### config.mk
export PLATFORM = sky130hd
export DESIGN_NAME = second_chance_page_replacement
export DESIGN_NICKNAME = d
export VERILOG_FILES = /design/src/sv/scpr_pkg.sv /design/src/sv/scpr_cell.sv /design/src/sv/second_chance_page_replacement.sv
export SDC_FILE = /design/constraint.sdc
export NUM_CORES = 1
export LEC_CHECK = 0
export BUFFER_PORTS_ARGS = -buffer_cell sky130_fd_sc_hd__buf_2
export CAP_MARGIN = 25
export CORE_MARGIN = 2
export CORE_UTILIZATION = 38
export CTS_CLUSTER_DIAMETER = 200
export CTS_CLUSTER_SIZE = 30
export DETAILED_ROUTE_END_ITERATION = 6
export MAX_ROUTING_LAYER = met4
export PLACE_DENSITY = 0.63
export REMOVE_ABC_BUFFERS = 1
export SYNTH_ARGS = -nofsm -noshare
export SYNTH_HDL_FRONTEND = slang
export SYNTH_SLANG_ARGS = --single-unit
### constraint.sdc
create_clock -name clk -period 5.85 [get_ports clk]
set_input_delay 0.8775 -clock clk [delete_from_list [all_inputs] [get_ports clk]]
set_output_delay 0.8775 -clock clk [all_outputs]
set_load 0.01 [all_outputs]
### src/sv/scpr_pkg.sv
// Package for the second chance page replacement block.
// Holds default sizes, fixed field widths and the cell link and command structs.
`default_nettype none

package scpr_pkg;

    localparam int FRAMES_DEF    = 16;
    localparam int PAGE_BITS_DEF = 20;
    localparam int CFG_BITS      = 5;
    localparam int CNT_BITS      = 32;
    localparam int FRAME_BITS    = 4;
    localparam logic [CFG_BITS-1:0] CFG_RESET = 5'd16;

    typedef struct packed {
        logic hit_seen;
        logic pick_seen;
    } scpr_link_t;

    typedef struct packed {
        logic active;
        logic in_range;
        logic fill_sel;
        logic first;
    } scpr_slot_t;

    typedef struct packed {
        logic update;
        logic any_hit;
        logic evict;
        logic none_pick;
    } scpr_cmd_t;

endpackage

`default_nettype wire

### src/sv/scpr_cell.sv
// One page frame cell: stored page, used bit, tag compare and victim scan link.
// Depends on scpr_pkg for the link, slot and command structs.
`default_nettype none

module scpr_cell #(
    parameter int PAGE_BITS = scpr_pkg::PAGE_BITS_DEF
) (
    input  wire logic                 clk,
    input  wire logic                 rst_n,
    input  wire scpr_pkg::scpr_cmd_t  cmd,
    input  wire scpr_pkg::scpr_slot_t slot,
    input  wire logic [PAGE_BITS-1:0] req_page,
    input  wire scpr_pkg::scpr_link_t link_in,
    output scpr_pkg::scpr_link_t      link_out,
    input  wire logic [PAGE_BITS-1:0] page_in,
    output logic      [PAGE_BITS-1:0] page_out,
    output logic                      hit_first,
    output logic                      pick_here
);
    import scpr_pkg::*;

    logic [PAGE_BITS-1:0] page_reg;
    logic [PAGE_BITS-1:0] page_next;
    logic                 used_reg;
    logic                 used_next;
    logic                 match;
    logic                 victim;

    always_comb
    begin
        match              = slot.active && (page_reg == req_page);
        hit_first          = match && !link_in.hit_seen;
        pick_here          = slot.in_range && !used_reg && !link_in.pick_seen;
        link_out.hit_seen  = link_in.hit_seen | match;
        link_out.pick_seen = link_in.pick_seen | pick_here;
        victim             = pick_here || (slot.first && cmd.none_pick);
        page_out           = victim ? page_reg : page_in;

        used_next = used_reg;
        page_next = page_reg;
        if (cmd.update)
        begin
            if (cmd.any_hit)
            begin
                if (match)
                begin
                    used_next = 1'b1;
                end
            end
            else if (!cmd.evict)
            begin
                if (slot.fill_sel)
                begin
                    page_next = req_page;
                    used_next = 1'b0;
                end
            end
            else
            begin
                if (slot.in_range && !link_in.pick_seen)
                begin
                    used_next = 1'b0;
                end
                if (victim)
                begin
                    page_next = req_page;
                    used_next = 1'b0;
                end
            end
        end
    end

    always_ff @(posedge clk or negedge rst_n)
    begin
        if (!rst_n)
        begin
            used_reg <= 1'b0;
        end
        else
        begin
            used_reg <= used_next;
        end
    end

    always_ff @(posedge clk)
    begin
        page_reg <= page_next;
    end

endmodule

`default_nettype wire

### src/sv/second_chance_page_replacement.sv
// Top level of the second chance page replacement block: a row of frame cells,
// request register, fill count, saturating counters. Depends on scpr_pkg, scpr_cell.
//
//   channel   handshake              payload
//   request   start / busy           request_page
//   result    done (one-cycle strobe) hit, frame, evicted, evicted_page,
//                                    hit_count, requests_seen
//   config    wr_en                  frames_in_use
//
// For each item, the accepting edge loads the request register, and
// the next edge applies the cell row's compare and victim scan and registers the result.
// A new item may be accepted in the cycle that the result strobe is shown.
// Reset clears the used bits, the fill count and both counters; no clearing pass.
// The receiver cannot stall, so results never wait.
`default_nettype none

module second_chance_page_replacement #(
    parameter int FRAMES    = scpr_pkg::FRAMES_DEF,
    parameter int PAGE_BITS = scpr_pkg::PAGE_BITS_DEF
) (
    input  wire logic                            clk,
    input  wire logic                            rst_n,
    input  wire logic                            start,
    output logic                                 busy,
    input  wire logic [PAGE_BITS-1:0]            request_page,
    input  wire logic                            wr_en,
    input  wire logic [scpr_pkg::CFG_BITS-1:0]   frames_in_use,
    output logic                                 done,
    output logic                                 hit,
    output logic      [scpr_pkg::FRAME_BITS-1:0] frame,
    output logic                                 evicted,
    output logic      [PAGE_BITS-1:0]            evicted_page,
    output logic      [scpr_pkg::CNT_BITS-1:0]   hit_count,
    output logic      [scpr_pkg::CNT_BITS-1:0]   requests_seen
);
    import scpr_pkg::*;

    localparam int CNT_W = $clog2(FRAMES + 1);
    localparam int IDX_W = (FRAMES > 1) ? $clog2(FRAMES) : 1;
    localparam int CW    = (CNT_W > CFG_BITS) ? CNT_W : CFG_BITS;

    logic [CFG_BITS-1:0]   cfg_reg;
    logic [CNT_W-1:0]      filled_reg;
    logic [CNT_W-1:0]      filled_next;
    logic [PAGE_BITS-1:0]  req_reg;
    logic                  busy_reg;
    logic                  done_reg;
    logic                  hit_reg;
    logic [FRAME_BITS-1:0] frame_reg;
    logic [FRAME_BITS-1:0] frame_next;
    logic                  evicted_reg;
    logic [PAGE_BITS-1:0]  evicted_page_reg;
    logic [PAGE_BITS-1:0]  evicted_page_next;
    logic [CNT_BITS-1:0]   hit_total_reg;
    logic [CNT_BITS-1:0]   hit_total_next;
    logic [CNT_BITS-1:0]   request_total_reg;
    logic [CNT_BITS-1:0]   request_total_next;

    logic [CW-1:0]         cfg_ext;
    logic [CNT_W-1:0]      n_act;
    logic [CNT_W-1:0]      lim;
    logic                  full;
    logic                  any_hit;
    logic [IDX_W-1:0]      hit_idx;
    logic [IDX_W-1:0]      pick_idx;
    logic [IDX_W-1:0]      frame_idx;
    logic [IDX_W+FRAME_BITS-1:0] frame_wide;

    scpr_cmd_t             cmd;
    scpr_slot_t            slot  [FRAMES];
    scpr_link_t            link  [FRAMES+1];
    logic [PAGE_BITS-1:0]  pchain [FRAMES+1];
    logic [FRAMES-1:0]     hit_first;
    logic [FRAMES-1:0]     pick_here;

    always_comb
    begin
        cfg_ext = CW'(cfg_reg);
        if (cfg_ext == '0)
        begin
            n_act = CNT_W'(1);
        end
        else if (cfg_ext > CW'(FRAMES))
        begin
            n_act = CNT_W'(FRAMES);
        end
        else
        begin
            n_act = CNT_W'(cfg_ext);
        end
        lim  = (filled_reg < n_act) ? filled_reg : n_act;
        full = (filled_reg >= n_act);
    end

    assign link[0]   = '0;
    assign pchain[0] = '0;

    for (genvar i = 0; i < FRAMES; i++)
    begin : g_cell
        assign slot[i].active   = (CNT_W'(i) < lim);
        assign slot[i].in_range = (CNT_W'(i) < n_act);
        assign slot[i].fill_sel = (CNT_W'(i) == filled_reg);
        assign slot[i].first    = (i == 0);

        scpr_cell #(
            .PAGE_BITS(PAGE_BITS)
        ) u_cell (
            .clk      (clk),
            .rst_n    (rst_n),
            .cmd      (cmd),
            .slot     (slot[i]),
            .req_page (req_reg),
            .link_in  (link[i]),
            .link_out (link[i+1]),
            .page_in  (pchain[i]),
            .page_out (pchain[i+1]),
            .hit_first(hit_first[i]),
            .pick_here(pick_here[i])
        );
    end

    always_comb
    begin
        any_hit       = link[FRAMES].hit_seen;
        cmd.update    = busy_reg;
        cmd.any_hit   = any_hit;
        cmd.evict     = !any_hit && full;
        cmd.none_pick = !link[FRAMES].pick_seen;

        hit_idx  = '0;
        pick_idx = '0;
        for (int i = 0; i < FRAMES; i++)
        begin
            if (hit_first[i])
            begin
                hit_idx = hit_idx | IDX_W'(i);
            end
            if (pick_here[i])
            begin
                pick_idx = pick_idx | IDX_W'(i);
            end
        end

        filled_next       = filled_reg;
        evicted_page_next = '0;
        if (any_hit)
        begin
            frame_idx = hit_idx;
        end
        else if (!full)
        begin
            frame_idx   = filled_reg[IDX_W-1:0];
            filled_next = filled_reg + CNT_W'(1);
        end
        else
        begin
            frame_idx         = cmd.none_pick ? '0 : pick_idx;
            evicted_page_next = pchain[FRAMES];
        end
        frame_wide = {{FRAME_BITS{1'b0}}, frame_idx};
        frame_next = frame_wide[FRAME_BITS-1:0];

        hit_total_next = hit_total_reg;
        if (any_hit && (hit_total_reg != '1))
        begin
            hit_total_next = hit_total_reg + CNT_BITS'(1);
        end
        request_total_next = request_total_reg;
        if (request_total_reg != '1)
        begin
            request_total_next = request_total_reg + CNT_BITS'(1);
        end
    end

    always_ff @(posedge clk or negedge rst_n)
    begin
        if (!rst_n)
        begin
            cfg_reg           <= CFG_RESET;
            filled_reg        <= '0;
            busy_reg          <= 1'b0;
            done_reg          <= 1'b0;
            hit_total_reg     <= '0;
            request_total_reg <= '0;
        end
        else
        begin
            if (wr_en)
            begin
                cfg_reg <= frames_in_use;
            end
            done_reg <= busy_reg;
            if (busy_reg)
            begin
                busy_reg          <= 1'b0;
                filled_reg        <= filled_next;
                hit_total_reg     <= hit_total_next;
                request_total_reg <= request_total_next;
            end
            else if (start)
            begin
                busy_reg <= 1'b1;
            end
        end
    end

    always_ff @(posedge clk)
    begin
        if (start && !busy_reg)
        begin
            req_reg <= request_page;
        end
        if (busy_reg)
        begin
            hit_reg          <= any_hit;
            frame_reg        <= frame_next;
            evicted_reg      <= cmd.evict;
            evicted_page_reg <= evicted_page_next;
        end
    end

    assign busy          = busy_reg;
    assign done          = done_reg;
    assign hit           = hit_reg;
    assign frame         = frame_reg;
    assign evicted       = evicted_reg;
    assign evicted_page  = evicted_page_reg;
    assign hit_count     = hit_total_reg;
    assign requests_seen = request_total_reg;

endmodule

`default_nettype wire

Word-level counts from Yosys, hierarchy flattened
Index checks and enable logic that the tools add are counted.

Bits in registers: 458. Bits of input ports: 29. Output and inout port bits: 92.

$add $sub $neg: 3. Order comparisons: 35. Equality and inequality tests: 81. Multiplexer cells: 198. Bitwise logic cells: 32. Reductions and logical operators: 200.

Operators by type and width (count): $mux 20 (64); $eq 20x20->1 (16); $reduce_and 4->1 (32); $mux 1 (100); $logic_and 1x1->1 (80); $lt 4x5->1 const A (16); $mux 4 (19); $add 32x1->32 const B (2); $ne 32x32->1 const B (2); $ne 2x1->1 const B (31); $ne 4x2->1 const B (15); $logic_not 1->1 (49); $reduce_bool 3->1 (16); $eq 4x5->1 const A (8); $lt 3x5->1 const A (8); $reduce_bool 2->1 (16); $or 1x1->1 (30); $mux 3 (8); $eq 3x5->1 const A (4); $lt 1x5->1 const A (4); $lt 2x5->1 const A (4); $mux 5 (3); $eq 2x5->1 const A (2); $logic_not 5->1 (2); other kinds (13) (18).

Logic depth before layout (Yosys ltp)
Gate-level depths: netlist (run 1).

Depth in word-level cells: 68. Depth in mapped cells: 17. Gate-level depth less buffers: 12.

By module
From an unflattened synthesis (run 1), not the netlist that was laid out.

Cells, all modules: 2664. Area, all modules: 24881.4 um^2.

Modules (own cells, without submodules): scpr_cell (times used 16, cells each 132, area each 1181.1 um^2); second_chance_page_replacement (times used 1, cells each 552, area each 5983.2 um^2).

Worst setup path before layout (run 1)
No wires, ideal clock.

Kind: register to register. From: register cfg_reg[4], in the netlist cfg_ext[4]. To: register g_cell[0].u_cell.page_reg[0] (enable). Arrival: 4.892 ns. Required time: 5.446 ns. Slack: 0.555 ns. Stages on the path, launching flop included: 16. Buffers on the path: 4. Period minus slack after synthesis: 5.295 ns. Path through: dfstp_2 > clkbuf_1 > inv_1 > clkbuf_1 > nand2_1 > ha_1 > nor2b_1 > o2111a_1 > buf_2 > or4_1 > o2111ai_2 > nand4_1 > a211o_1 > or4_4 > buf_2 > a21oi_1.

Cells in the longest elaborated chain, start to end: 54. Elaborated cells between the ends (all ways): 139. Classes of those cells: 35 x order compare; 1 x eq/ne; 3 x mux; 31 x bitwise; 69 x reduce/logical.

RTL lines: from (decl) (line second_chance_page_replacement.sv:42) `logic [CFG_BITS-1:0] cfg_reg;`; from (signal assigned) (line second_chance_page_replacement.sv:190) `cfg_reg <= frames_in_use;`; $gt 5x5->1 (line second_chance_page_replacement.sv:83) `else if (cfg_ext > CW'(FRAMES))`; $mux 5 (line second_chance_page_replacement.sv:83); $mux 5 (*) (line second_chance_page_replacement.sv:79) `if (cfg_ext == '0)`; $lt 1x5->1 (line second_chance_page_replacement.sv:101) `assign slot[i].in_range = (CNT_W'(i) < n_act);`; $logic_and 1x1->1 (line scpr_cell.sv:33) `pick_here = slot.in_range && !used_reg && !link_in.pick_seen;`; $logic_not 1->1 (line scpr_cell.sv:33); $logic_and 1x1->1 (line scpr_cell.sv:33); $or 1x1->1 (line scpr_cell.sv:35) `link_out.pick_seen = link_in.pick_seen | pick_here;`; [... 38 more ...]; $or 1x1->1 (line scpr_cell.sv:35); $logic_not 1->1 (line scpr_cell.sv:33); $logic_and 1x1->1 (line scpr_cell.sv:33); $or 1x1->1 (line scpr_cell.sv:35); $logic_not 1->1 (line second_chance_page_replacement.sv:128) `cmd.none_pick = !link[FRAMES].pick_seen;`; $logic_or 1x1->1 (line scpr_cell.sv:36) `victim = pick_here || (slot.first && cmd.none_pick);`; $ne 2x2->1 (no line); $reduce_and 4->1 (no line) (*); to (signal assigned) (line scpr_cell.sv:87) `page_reg <= page_next;`; to (decl) (line scpr_cell.sv:22) `logic [PAGE_BITS-1:0] page_reg;`.

Every way passes the cells marked *; elsewhere a longest branch is shown, timed or not. A chain may end at the register's enable or synchronous reset.

Final worst setup path (run 1)
From: register cfg_reg[4], in the netlist cfg_ext[4]. To: register g_cell[3].u_cell.page_reg[16] (enable).

Cells in the longest elaborated chain, start to end: 26. Elaborated cells between the ends (all ways): 76. Classes of those cells: 23 x order compare; 1 x eq/ne; 3 x mux; 18 x bitwise; 31 x reduce/logical.

RTL lines: $gt 5x5->1 (line second_chance_page_replacement.sv:83); $mux 5 (line second_chance_page_replacement.sv:83); $mux 5 (*) (line second_chance_page_replacement.sv:79); $lt 5x5->1 (line second_chance_page_replacement.sv:91) `lim = (filled_reg < n_act) ? filled_reg : n_act;`; $mux 5 (line second_chance_page_replacement.sv:91); $lt 1x5->1 (line second_chance_page_replacement.sv:100) `assign slot[i].active = (CNT_W'(i) < lim);`; $logic_and 1x1->1 (line scpr_cell.sv:31) `match = slot.active && (page_reg == req_page);`; $or 1x1->1 (15 in series) (line scpr_cell.sv:34) `link_out.hit_seen = link_in.hit_seen | match;`; $logic_not 1->1 (line second_chance_page_replacement.sv:127) `cmd.evict = !any_hit && full;`; $logic_and 1x1->1 (line second_chance_page_replacement.sv:127); $ne 2x1->1 (no line) or $reduce_bool 2->1 (tied branches); $reduce_and 4->1 (no line) (*); to (signal assigned) (line scpr_cell.sv:87); to (decl) (line scpr_cell.sv:22).

Marks and branches as above.

==> metrics.txt, run 1 <==
Crit path required time 6140 ps; die area 63,400 µm²; synth top area cells edfxtp_1 (47%), dfrtp_1 (9.8%), xnor2_1 (8.0%); GR Overflow Total 0; # fillers roughly 5,700; port bufs 120; non-filler instance count after layout ~2,900; share of layout cells above drive strength 1 roughly an eighth; max layer used met4; asr flop ratio synth ~20%; synth unique cells approximately 80; Synth Flop Type edfxtp_1; Final Max Tran Viols 0; clock latency on the worst-skew pair 590 ps; Final Hold Fails 0; Core Area 60,600 µm²; remaining antenna violation count 0; CTS Sinks ~460; Placed Cells ~2,900; Die Wd ~250 µm; final worst-path setup slack ~540 ps; Seq cells post-synth between 400 and 500; height of the die between 200 and 300 µm; DRT Pass-1 Iters 6; Placement Setup Slack between 600 and 700 ps; sw frac roughly a third; Pint between 4000 and 5000 µW; worst vdd ir 214 µV; top cell type's share of synthesized area 47.1%; Hold Path Class in2async; DR WL met3 between 8 and 9 mm; synthesized cell area approximately 23,000 µm²; RePlAce Congestion roughly 0.97; H-tree depth 1; Slew @ Worst Pin ~1000 ps; critical path peak fanout 31; total power roughly 7400 µW; min cycle time layout roughly 5300 ps; Synth Area per Inst between 10 and 15 µm²; pin count of the biggest net entering global routing 65; Worst setup SP type register; Avg WL per Cell ~27 µm; slowest stage delay, CP between 800 and 900 ps; met2 wire len 34.4 mm; vias in the first global route approximately 17,000; Leak 0.00899 µW; Vias/cell between 6 and 7; Root Buffer clkbuf_16; CTS tree built; Worst EP arrival 5600 ps; Seq/Total Area, Yosys between 50 and 60%; outcome finished clean; WL final between 70 and 80 mm; CTS-repair resized insts 0; max-capacitance violation count 0; Synth warnings 0; fmax 188 MHz; DR vias approximately 17,000; post-DP HPWL approximately 57 mm; RSZ-0062 raised after global routing no; Site Rows 90; Clk pwr share ~22%; switching power 2440 µW; first-pass GRT wire length roughly 110 mm; cell repeated most along the worst path buf_4; crit end category register; Power Density 290 nW/µm²; max reg flops 320; initial drt markers approximately 2,400; final number of setup-violating endpoints 0; DRC violations left 0; CTS clk-pin slew, worst paths 140 ps; Initial Utilization between 30% and 40%; worst path cell trace inv_1 -> nand2_1 -> ha_1 -> nor2b_1 -> o2111ai_1 -> a21oi_1 -> a2111oi_0 -> or2_2 -> nor3_1 -> nand4_1 -> buf_4 -> mux2i_1 -> nor2_2 -> buf_4; Final Cycle Share between 90% and 100%; gr usage total between 20% and 30%; area delta synth->final 9.91%; dominant cell type by area after synthesis edfxtp_1; EDFF count, synth around 370; Nets around 2,100; Crit Path Category reg2reg; Flop pwr share a little over half; slowest CP cell a2111oi_0; Slew HR slightly below 30%; combinational fraction of design power roughly 23%; clock tree buffer depth 3; hold_buf cts 0; met1 WL 33.0 mm; Top-Level Pins around 120; Setup Fix Bufs, Post-CTS 0; Mapped Cells 1,994; setup TNS 0 ps; antenna violations before repair 1; Final Skew 44.5 ps; TritonCTS Buffers 19
==> per-stage QoR <==
stage | hold slack, ps | utilization, % | cell area [µm²]
4_1_cts | 258 | 42.3 | 25600
6_report | 269 | 42.3 | 25700
5_1_grt | 293 | 42.3 | 25600
3_5_place_dp | 475 | 41.4 | 25100
3_3_place_gp | 470 | 41.4 | 25100
2_1_floorplan | 471 | - | 22800
==> path summary, 6_finish.rpt <==
| check | start | to | slack (ps) | cells after the start |
|---|---|---|---|---|
| max | cfg_ext[4] | g_cell[3].u_cell.page_reg[16] | 540 | 14 |
| min | rst_n | g_cell[4].u_cell.used_reg | 270 | 1 |
| max reg2reg | cfg_ext[4] | g_cell[3].u_cell.page_reg[16] | 540 | 14 |
| min reg2reg | hit_count[18] | hit_count[18] | 490 | 1 |
| max in group asynchronous | rst_n | busy | 4450 | 2 |
| min in group clk | request_page[17] | req_reg[17] | 470 | 1 |
==> cells by family (layout without fill, tap and decap cells) <==
family	after synthesis	after routing	synth area share (%)
AOI/OAI and AO/OA	360	360	10.8
xor gates and xnor gates	382	382	14.3
adders and majority gates	12	12	0.643
buffers and inverters	144	251	2.65
DFF	458	458	57.0
muxes	17	17	0.783
other	0	1	0
and+or+nand+nor	621	621	13.9
==> layout make-up <==
cell class | instances | area [µm²] | share of cell area [%]
well taps | 782 | 978 | 3.81
repair buffers | 205 | 1270 | 4.94
clock inverters | 2 | 38.8 | 0.151
flip-flops and latches | 458 | 13300 | 51.8
multi-input cells | 1392 | 9500 | 37.0
diodes | 1 | 2.50 | 0.00976
clock buffers | 25 | 498 | 1.94
inverters | 19 | 71.3 | 0.278
==> synth_stat cells (all sizes together), types with 8 or more instances <==
cell     number
edfxtp      366
xnor2       213
xor2        169
nand2       150
a21oi        96
dfrtp        91
nor2         88
nand3        87
nand4        69
clkbuf       65
buf          60
nor4         51
nor3         50
and3         45
o21ai        44
a22oi        33
a31oi        21
o221ai       21
o22a         21
o22ai        21
a221oi       20
or3          20
inv          18
a21o         12
ha           12
and4         11
mux2         10
a211o         9
nor2b         8
o2111ai       8
or4           8
==> power by group through the flow <==
stage | logic [µW] | clock network [µW] | registers, µW
after floorplan | 920 | 0 | 4100
after global placement | 1680 | 0 | 4110
after CTS | 1690 | 1700 | 4040
after detailed placement | 1680 | 0 | 4110
final | 1710 | 1670 | 4050
after global routing | 1830 | 1780 | 4070
==> metal layers <==
layer / track usage (%) / vias to the layer above
met5: - / -
met4: 6.91 / 0
met3: 4.10 / 94
met2: 36.4 / 1024
met1: 35.3 / 8720
li1: - / 7642
==> worst max-delay path: cells and delay by family (launching register included) <==
family                   cells  cell delay [ps]
flip-flops                   1              740
multiplexers                 1              440
buffers and inverters        3              940
AND/OR/NAND/NOR              6              790
adder cells (fa/ha/maj)      1              240
AO/OA/AOI/OAI                3             1830
==> cells in the final DEF (no fill, tap or decap), drive strengths merged, types with 51 or more instances in the layout <==
master	netlist	layout
xor2	169	169
nor4	51	51
nand3	87	87
edfxtp	366	366
buf	60	205
nor2	88	88
xnor2	213	213
nand4	69	69
a21oi	96	96
dfrtp	91	91
nand2	150	150
Note: power is estimated with default switching activity, not from simulation.
==> inputs of run 2 (changes only) <==
--- a/config.mk
+++ b/config.mk
@@ -7,6 +7,7 @@
 export LEC_CHECK = 0
 export BUFFER_PORTS_ARGS = -buffer_cell sky130_fd_sc_hd__buf_2
 export CAP_MARGIN = 25
+export CORE_ASPECT_RATIO = 0.6
 export CORE_MARGIN = 2
 export CORE_UTILIZATION = 38
 export CTS_CLUSTER_DIAMETER = 200
==> constraint.sdc (replaced) <==
create_clock -name clk -period 6.7 [get_ports clk]
set_input_delay 1.005 -clock clk [delete_from_list [all_inputs] [get_ports clk]]
set_output_delay 1.005 -clock clk [all_outputs]
set_load 0.01 [all_outputs]
==> run 2 against run 1 <==
  * Count of clock-buffer cells in the layout up 7
  * Die area grew 0.10%
  * Non-clock buffer count is 4 higher
  * Utilization rose by 0.14 points
  * Global-route usage increased by 2.0 points
  * Wire length increased by 7.1%
  * Critical path depth shrank 1
  * First-iteration DRC count is 28% higher
  * Cell count rose by 2.0%
  * Hold slack better by 74 ps
  * Register-to-register slack gained 770 ps
  * Total power fell by 12%
  * Largest cell class unchanged
  * Highest routed layer unchanged
==> metrics.txt, run 2 (synthesis gave the netlist of run 1 again) <==
outcome finished clean; first-pass GRT wire length around 120 mm; commonest cells after routing, fill and taps aside edfxtp_1 (366), xnor2_1 (213), xor2_1 (169); commonest non-fill, non-tap cell in the layout edfxtp_1; Final Hold Fails 0; worst vdd ir ~140 µV; Worst setup SP type register; Worst EP arrival 5640 ps; H-tree depth 1; post-DP HPWL approximately 62 mm; CTS Sinks roughly 460; setup TNS 0 ps; WL final about 83 mm; Avg WL per Cell roughly 28 µm; TritonCTS Buffers 19; Final Cycle Share approximately four fifths; Crit path required time 6950 ps; max-capacitance violation count 0; DRC violations left 0; Initial Utilization 38.4%; Top-Level Pins 121; critical path peak fanout 20; height of the die slightly below 200 µm; crit end category register; Placed Cells around 2,900; Placement Setup Slack roughly 1100 ps; Hold Path Class in2async; Die Wd 324 µm; max reg flops 320; final number of setup-violating endpoints 0; Core Area between 60,000 and 70,000 µm²; initial drt markers slightly above 3,000; fmax 185 MHz; port bufs 120; Site Rows 70; min cycle time layout approximately 5400 ps; Power Density ~250 nW/µm²; clock tree buffer depth 3; share of layout cells above drive strength 1 between 10% and 20%; RePlAce Congestion 1.02; clock latency on the worst-skew pair 590 ps; Vias/cell 6.06; Slew HR about a quarter; final worst-path setup slack 1310 ps; Leak roughly 0.0091 µW; remaining antenna violation count 0; Final Skew 45.7 ps; antenna violations before repair 6; Setup Fix Bufs, Post-CTS 0; Nets roughly 2,100; GR Overflow Total 0; reg2reg path depth 13; DR vias 17,800; RSZ-0062 raised after global routing no; hold_buf cts 0; DRT Pass-1 Iters 6; CTS clk-pin slew, worst paths about 130 ps; vias in the first global route ~17,000; non-filler instance count after layout 2,941; Final Max Tran Viols 0; CTS tree built; Root Buffer clkbuf_16; die area 63,500 µm²; Slew @ Worst Pin 1120 ps; CTS-repair resized insts 0; gr usage total between 20% and 30%; Crit Path Category reg2reg; pin count of the biggest net entering global routing 64; area delta synth->final 10.6%
-- run 2: cell types whose count changed in the layout (fill, tap and decap cells not counted), moves of 2 or more --
cell / before / now
dlymetal6s2s_1: 0 / 2
buf_8: 0 / 3
nor2_1: 80 / 82
buf_12: 2 / 0
clkbuf_1: 6 / 13
nor2_2: 7 / 5
buf_4: 84 / 80
buf_16: 0 / 3
-- run 2: path summary, 6_finish.rpt --
check                              start  slack [ps]                       endpoint
hold reg to reg            hit_count[12]         500                  hit_count[12]
setup reg to reg              cfg_ext[4]        1310  g_cell[8].u_cell.page_reg[18]
max in group asynchronous          rst_n        5150                           busy
min in group clk           hit_count[12]         500                  hit_count[12]
hold / removal                     rst_n         340              requests_seen[17]
setup / recovery              cfg_ext[4]        1310  g_cell[8].u_cell.page_reg[18]
-- run 2: area by class of cell --
type	count	area (µm²)
diodes	2	5.00
clock buffers	32	524
clock inverters	1	30.0
fillers	5792	35000
inverters	19	71.3
multi-input cells	1392	9500
flip-flops and latches	458	13300
well taps	828	1040
repair buffers	209	1360
-- run 2: power breakdown --
part	internal (µW)	switching [µW]	leakage (µW)
sequential	3310	230	0.00457
clock	556	930	0.000261
combinational	503	1010	0.00424
-- run 2: layer usage --
| layer | vias to the layer above | global-route usage, % | part of all wire (%) |
|---|---|---|---|
| li1 | 7654 | - | - |
| met1 | 8947 | 42.8 | 47 |
| met2 | 1176 | 32.0 | 37 |
| met3 | 56 | 9.79 | 15 |
| met4 | 0 | 2.31 | 1.0 |
| met5 | - | - | 0 |
-- run 2: per-stage QoR --
| step | hold slack, ps | util [%] | cell area (µm²) | total power (µW) |
|---|---|---|---|---|
| after floorplan | 471 | - | 22800 | 4390 |
| after global placement | 472 | 41.3 | 25100 | 5030 |
| after detailed placement | 478 | 41.4 | 25200 | 5040 |
| after CTS | 338 | 42.3 | 25700 | 6490 |
| after global routing | 357 | 42.5 | 25800 | 6760 |
| final | 343 | 42.5 | 25800 | 6540 |
-- run 2: critical path, cell delays in order (launching register included) --
cell and delay, ps:
dfstp_2 750, inv_1 310, nand2_1 150, ha_1 280, a21o_1 210, a21oi_1 670, nand3_1 240, o2111a_1 260
or2_1 310, and4b_1 310, nand4_1 560, or2_2 530, a21oi_2 120, buf_4 330
==> inputs of run 3 (changes only) <==
--- a/config.mk
+++ b/config.mk
@@ -14,7 +14,7 @@
 export CTS_CLUSTER_SIZE = 30
 export DETAILED_ROUTE_END_ITERATION = 6
 export MAX_ROUTING_LAYER = met4
-export PLACE_DENSITY = 0.63
+export PLACE_DENSITY = 0.65
 export REMOVE_ABC_BUFFERS = 1
 export SYNTH_ARGS = -nofsm -noshare
 export SYNTH_HDL_FRONTEND = slang
==> constraint.sdc (replaced) <==
create_clock -name clk -period 4.6 [get_ports clk]
set_input_delay 0.69 -clock clk [delete_from_list [all_inputs] [get_ports clk]]
set_output_delay 0.69 -clock clk [all_outputs]
set_load 0.01 [all_outputs]
==> run 3 against run 2 <==
  * The flow now finishes with violations (design-rule violations, negative setup slack)
  * Wire length decreased by 0.11%
  * Maximum frequency increased by 17%
  * Via count increased by 1.8%
  * Total power increased by 49%
  * Sequential share of layout area decreased by 1.7 points
  * Worst setup slack got worse by 1300 ps
  * Non-clock buffer count increased by 68
  * Critical endpoint is now frame[2]
  * Flip-flop and latch count unchanged
  * Largest power group unchanged
  * Utilization increased by 1.4 points
  * Hold slack got worse by 62 ps
  * Global-route usage about the same
  * Clock skew decreased by 6.8 ps
  * Largest cell class unchanged
==> metrics.txt, run 3 (synthesis gave the netlist of run 1 again) <==
outcome finished, violations left; failing checks design-rule violations, negative setup slack; RePlAce Congestion between 1 and 1.5; antenna violations before repair 4; clock latency on the worst-skew pair 580 ps; Vias/cell approximately 6.0; cell repeated most along the worst path buf_4; Hold Path Class in2reg; min cycle time layout 4620 ps; commonest cells after routing, fill and taps aside edfxtp_1 (366), xnor2_1 (213), xor2_1 (169); Final Hold Fails 0; height of the die 196 µm; Final Skew roughly 40 ps; total power 9760 µW; cell family with most CP delay simple AND/OR/NAND/NOR gates; Crit Path Category reg2reg; remaining antenna violation count 0; commonest non-fill, non-tap cell in the layout edfxtp_1; Nets approximately 2,200; Placed Cells roughly 3,000; TritonCTS Buffers 19; CTS Sinks between 400 and 500; Worst EP arrival 5050 ps; max reg flops 320; slowest stage delay, CP 880 ps; non-filler instance count after layout about 3,000; worst vdd ir around 240 µV; area delta synth->final 14.3%; # fillers roughly 5,700; first-pass GRT wire length ~120 mm; fmax 216 MHz; CP startpoint req_reg[9]; CTS clk-pin slew, worst paths between 100 and 150 ps; gr usage total 26.7%; Crit path required time between 5000 and 6000 ps; GR Overflow Total 0; Root Buffer clkbuf_16; H-tree depth 1; Avg WL per Cell 27.6 µm; Slew @ Worst Pin 1000 ps; Final Max Tran Viols 0; Site Rows 70; Setup crit end frame[2]; reg2reg path depth 13; die area around 63,000 µm²; share of layout cells above drive strength 1 16.1%; Top-Level Pins ~120; Final Cycle Share 100%; RSZ-0062 raised after global routing no; Die Wd ~320 µm; register area between 10,000 and 15,000 µm²; pin count of the biggest net entering global routing 70; DRT Pass-1 Iters 7; crit end category register; WL final ~83 mm; Worst setup SP type register; Power Density 366 nW/µm²; final number of setup-violating endpoints 1; DRC violations left 1; worst path cell trace buf_4 -> xor2_1 -> nor4_1 -> nand3_1 -> a211oi_1 -> or2_1 -> buf_4 -> nand2b_1 -> nand4b_1 -> buf_4 -> a211oi_1 -> a211oi_1 -> buf_4; R2R Setup Slk -20 ps; DR vias 18,200; critical path peak fanout 21; slowest CP cell nor4_1; initial drt markers 2,851; Worst Path Buf+Inv 4; WHS 281 ps; Leak 0.00948 µW; worst flop-to-flop path endpoint frame[2]; Slew HR around 32%; vias in the first global route ~17,000; R2R Path Start req_reg[9]; clock tree buffer depth 3; final worst-path setup slack -21.4 ps; port bufs 120; area of the multi-input gates about 9500 µm²; Core Area 60,800 µm²; Initial Utilization 38.4%; WP depth 13; CTS tree built; max-capacitance violation count 0; post-DP HPWL around 64 mm
## run 3: changes by cell type in the layout (fill, tap and decap cells not counted), moves of 2 or more
| cell | change |
|---|---|
| buf_12 | +31 |
| buf_16 | -2 |
| buf_4 | +43 |
| buf_8 | -2 |
| dlymetal6s2s_1 | -2 |
| nor2_1 | +2 |
| nor2_2 | -2 |
## run 3: final cells by class
| class | count | area share, % |
|---|---|---|
| clock buffer | 32 | 1.96 |
| clock inverter | 2 | 0.145 |
| sequential | 458 | 49.8 |
| inverter | 19 | 0.267 |
| antenna | 2 | 0.0188 |
| tap | 828 | 3.88 |
| timing repair buffer | 277 | 8.27 |
| multi-input combinational | 1392 | 35.6 |
## run 3: worst min path at each step
stage | startpoint | end | depth (start not counted) | slack [ps]
global placement | requests_seen[13] | requests_seen[13] | 1 | 480
floorplan | rst_n | busy | 0 | 390
detailed placement | hit_count[16] | hit_count[16] | 1 | 470
finish | request_page[0] | req_reg[0] | 1 | 280
global route | request_page[17] | req_reg[17] | 1 | 260
CTS | request_page[19] | req_reg[19] | 1 | 260
## run 3: where the power goes
group	switching [µW]	internal, µW
Sequential	236	4810
Clock	1330	813
Combinational	1640	925
Total	3210	6550
## run 3: what timing repair did
item	4_1_cts	5_1_grt
buffers inserted	0	0
hold endpoints to repair	0	4
hold buffers	0	1
pin swaps	0	0
endpoints found under the setup margin	26	182
gates resized for setup	1	3
## run 3: metal layers
layer	GRT usage, %	part of all wire, %	up-vias
met5	-	0	-
met4	2.93	1.2	0
met3	12.6	16	61
met2	31.5	37	1158
met1	41.0	46	9142
li1	-	-	7801
## run 3: metrics by stage
stage | instance area, µm² | worst slack (ps) | TNS, ps | utilization, %
global route | 26700 | 2.26 | 0 | 43.9
floorplan | 22800 | -818 | -150070 | -
finish | 26700 | -21.4 | -21.4 | 43.9
global placement | 26000 | 102 | 0 | 42.8
CTS | 26600 | 158 | 0 | 43.8
detailed placement | 26000 | 26.6 | 0 | 42.9
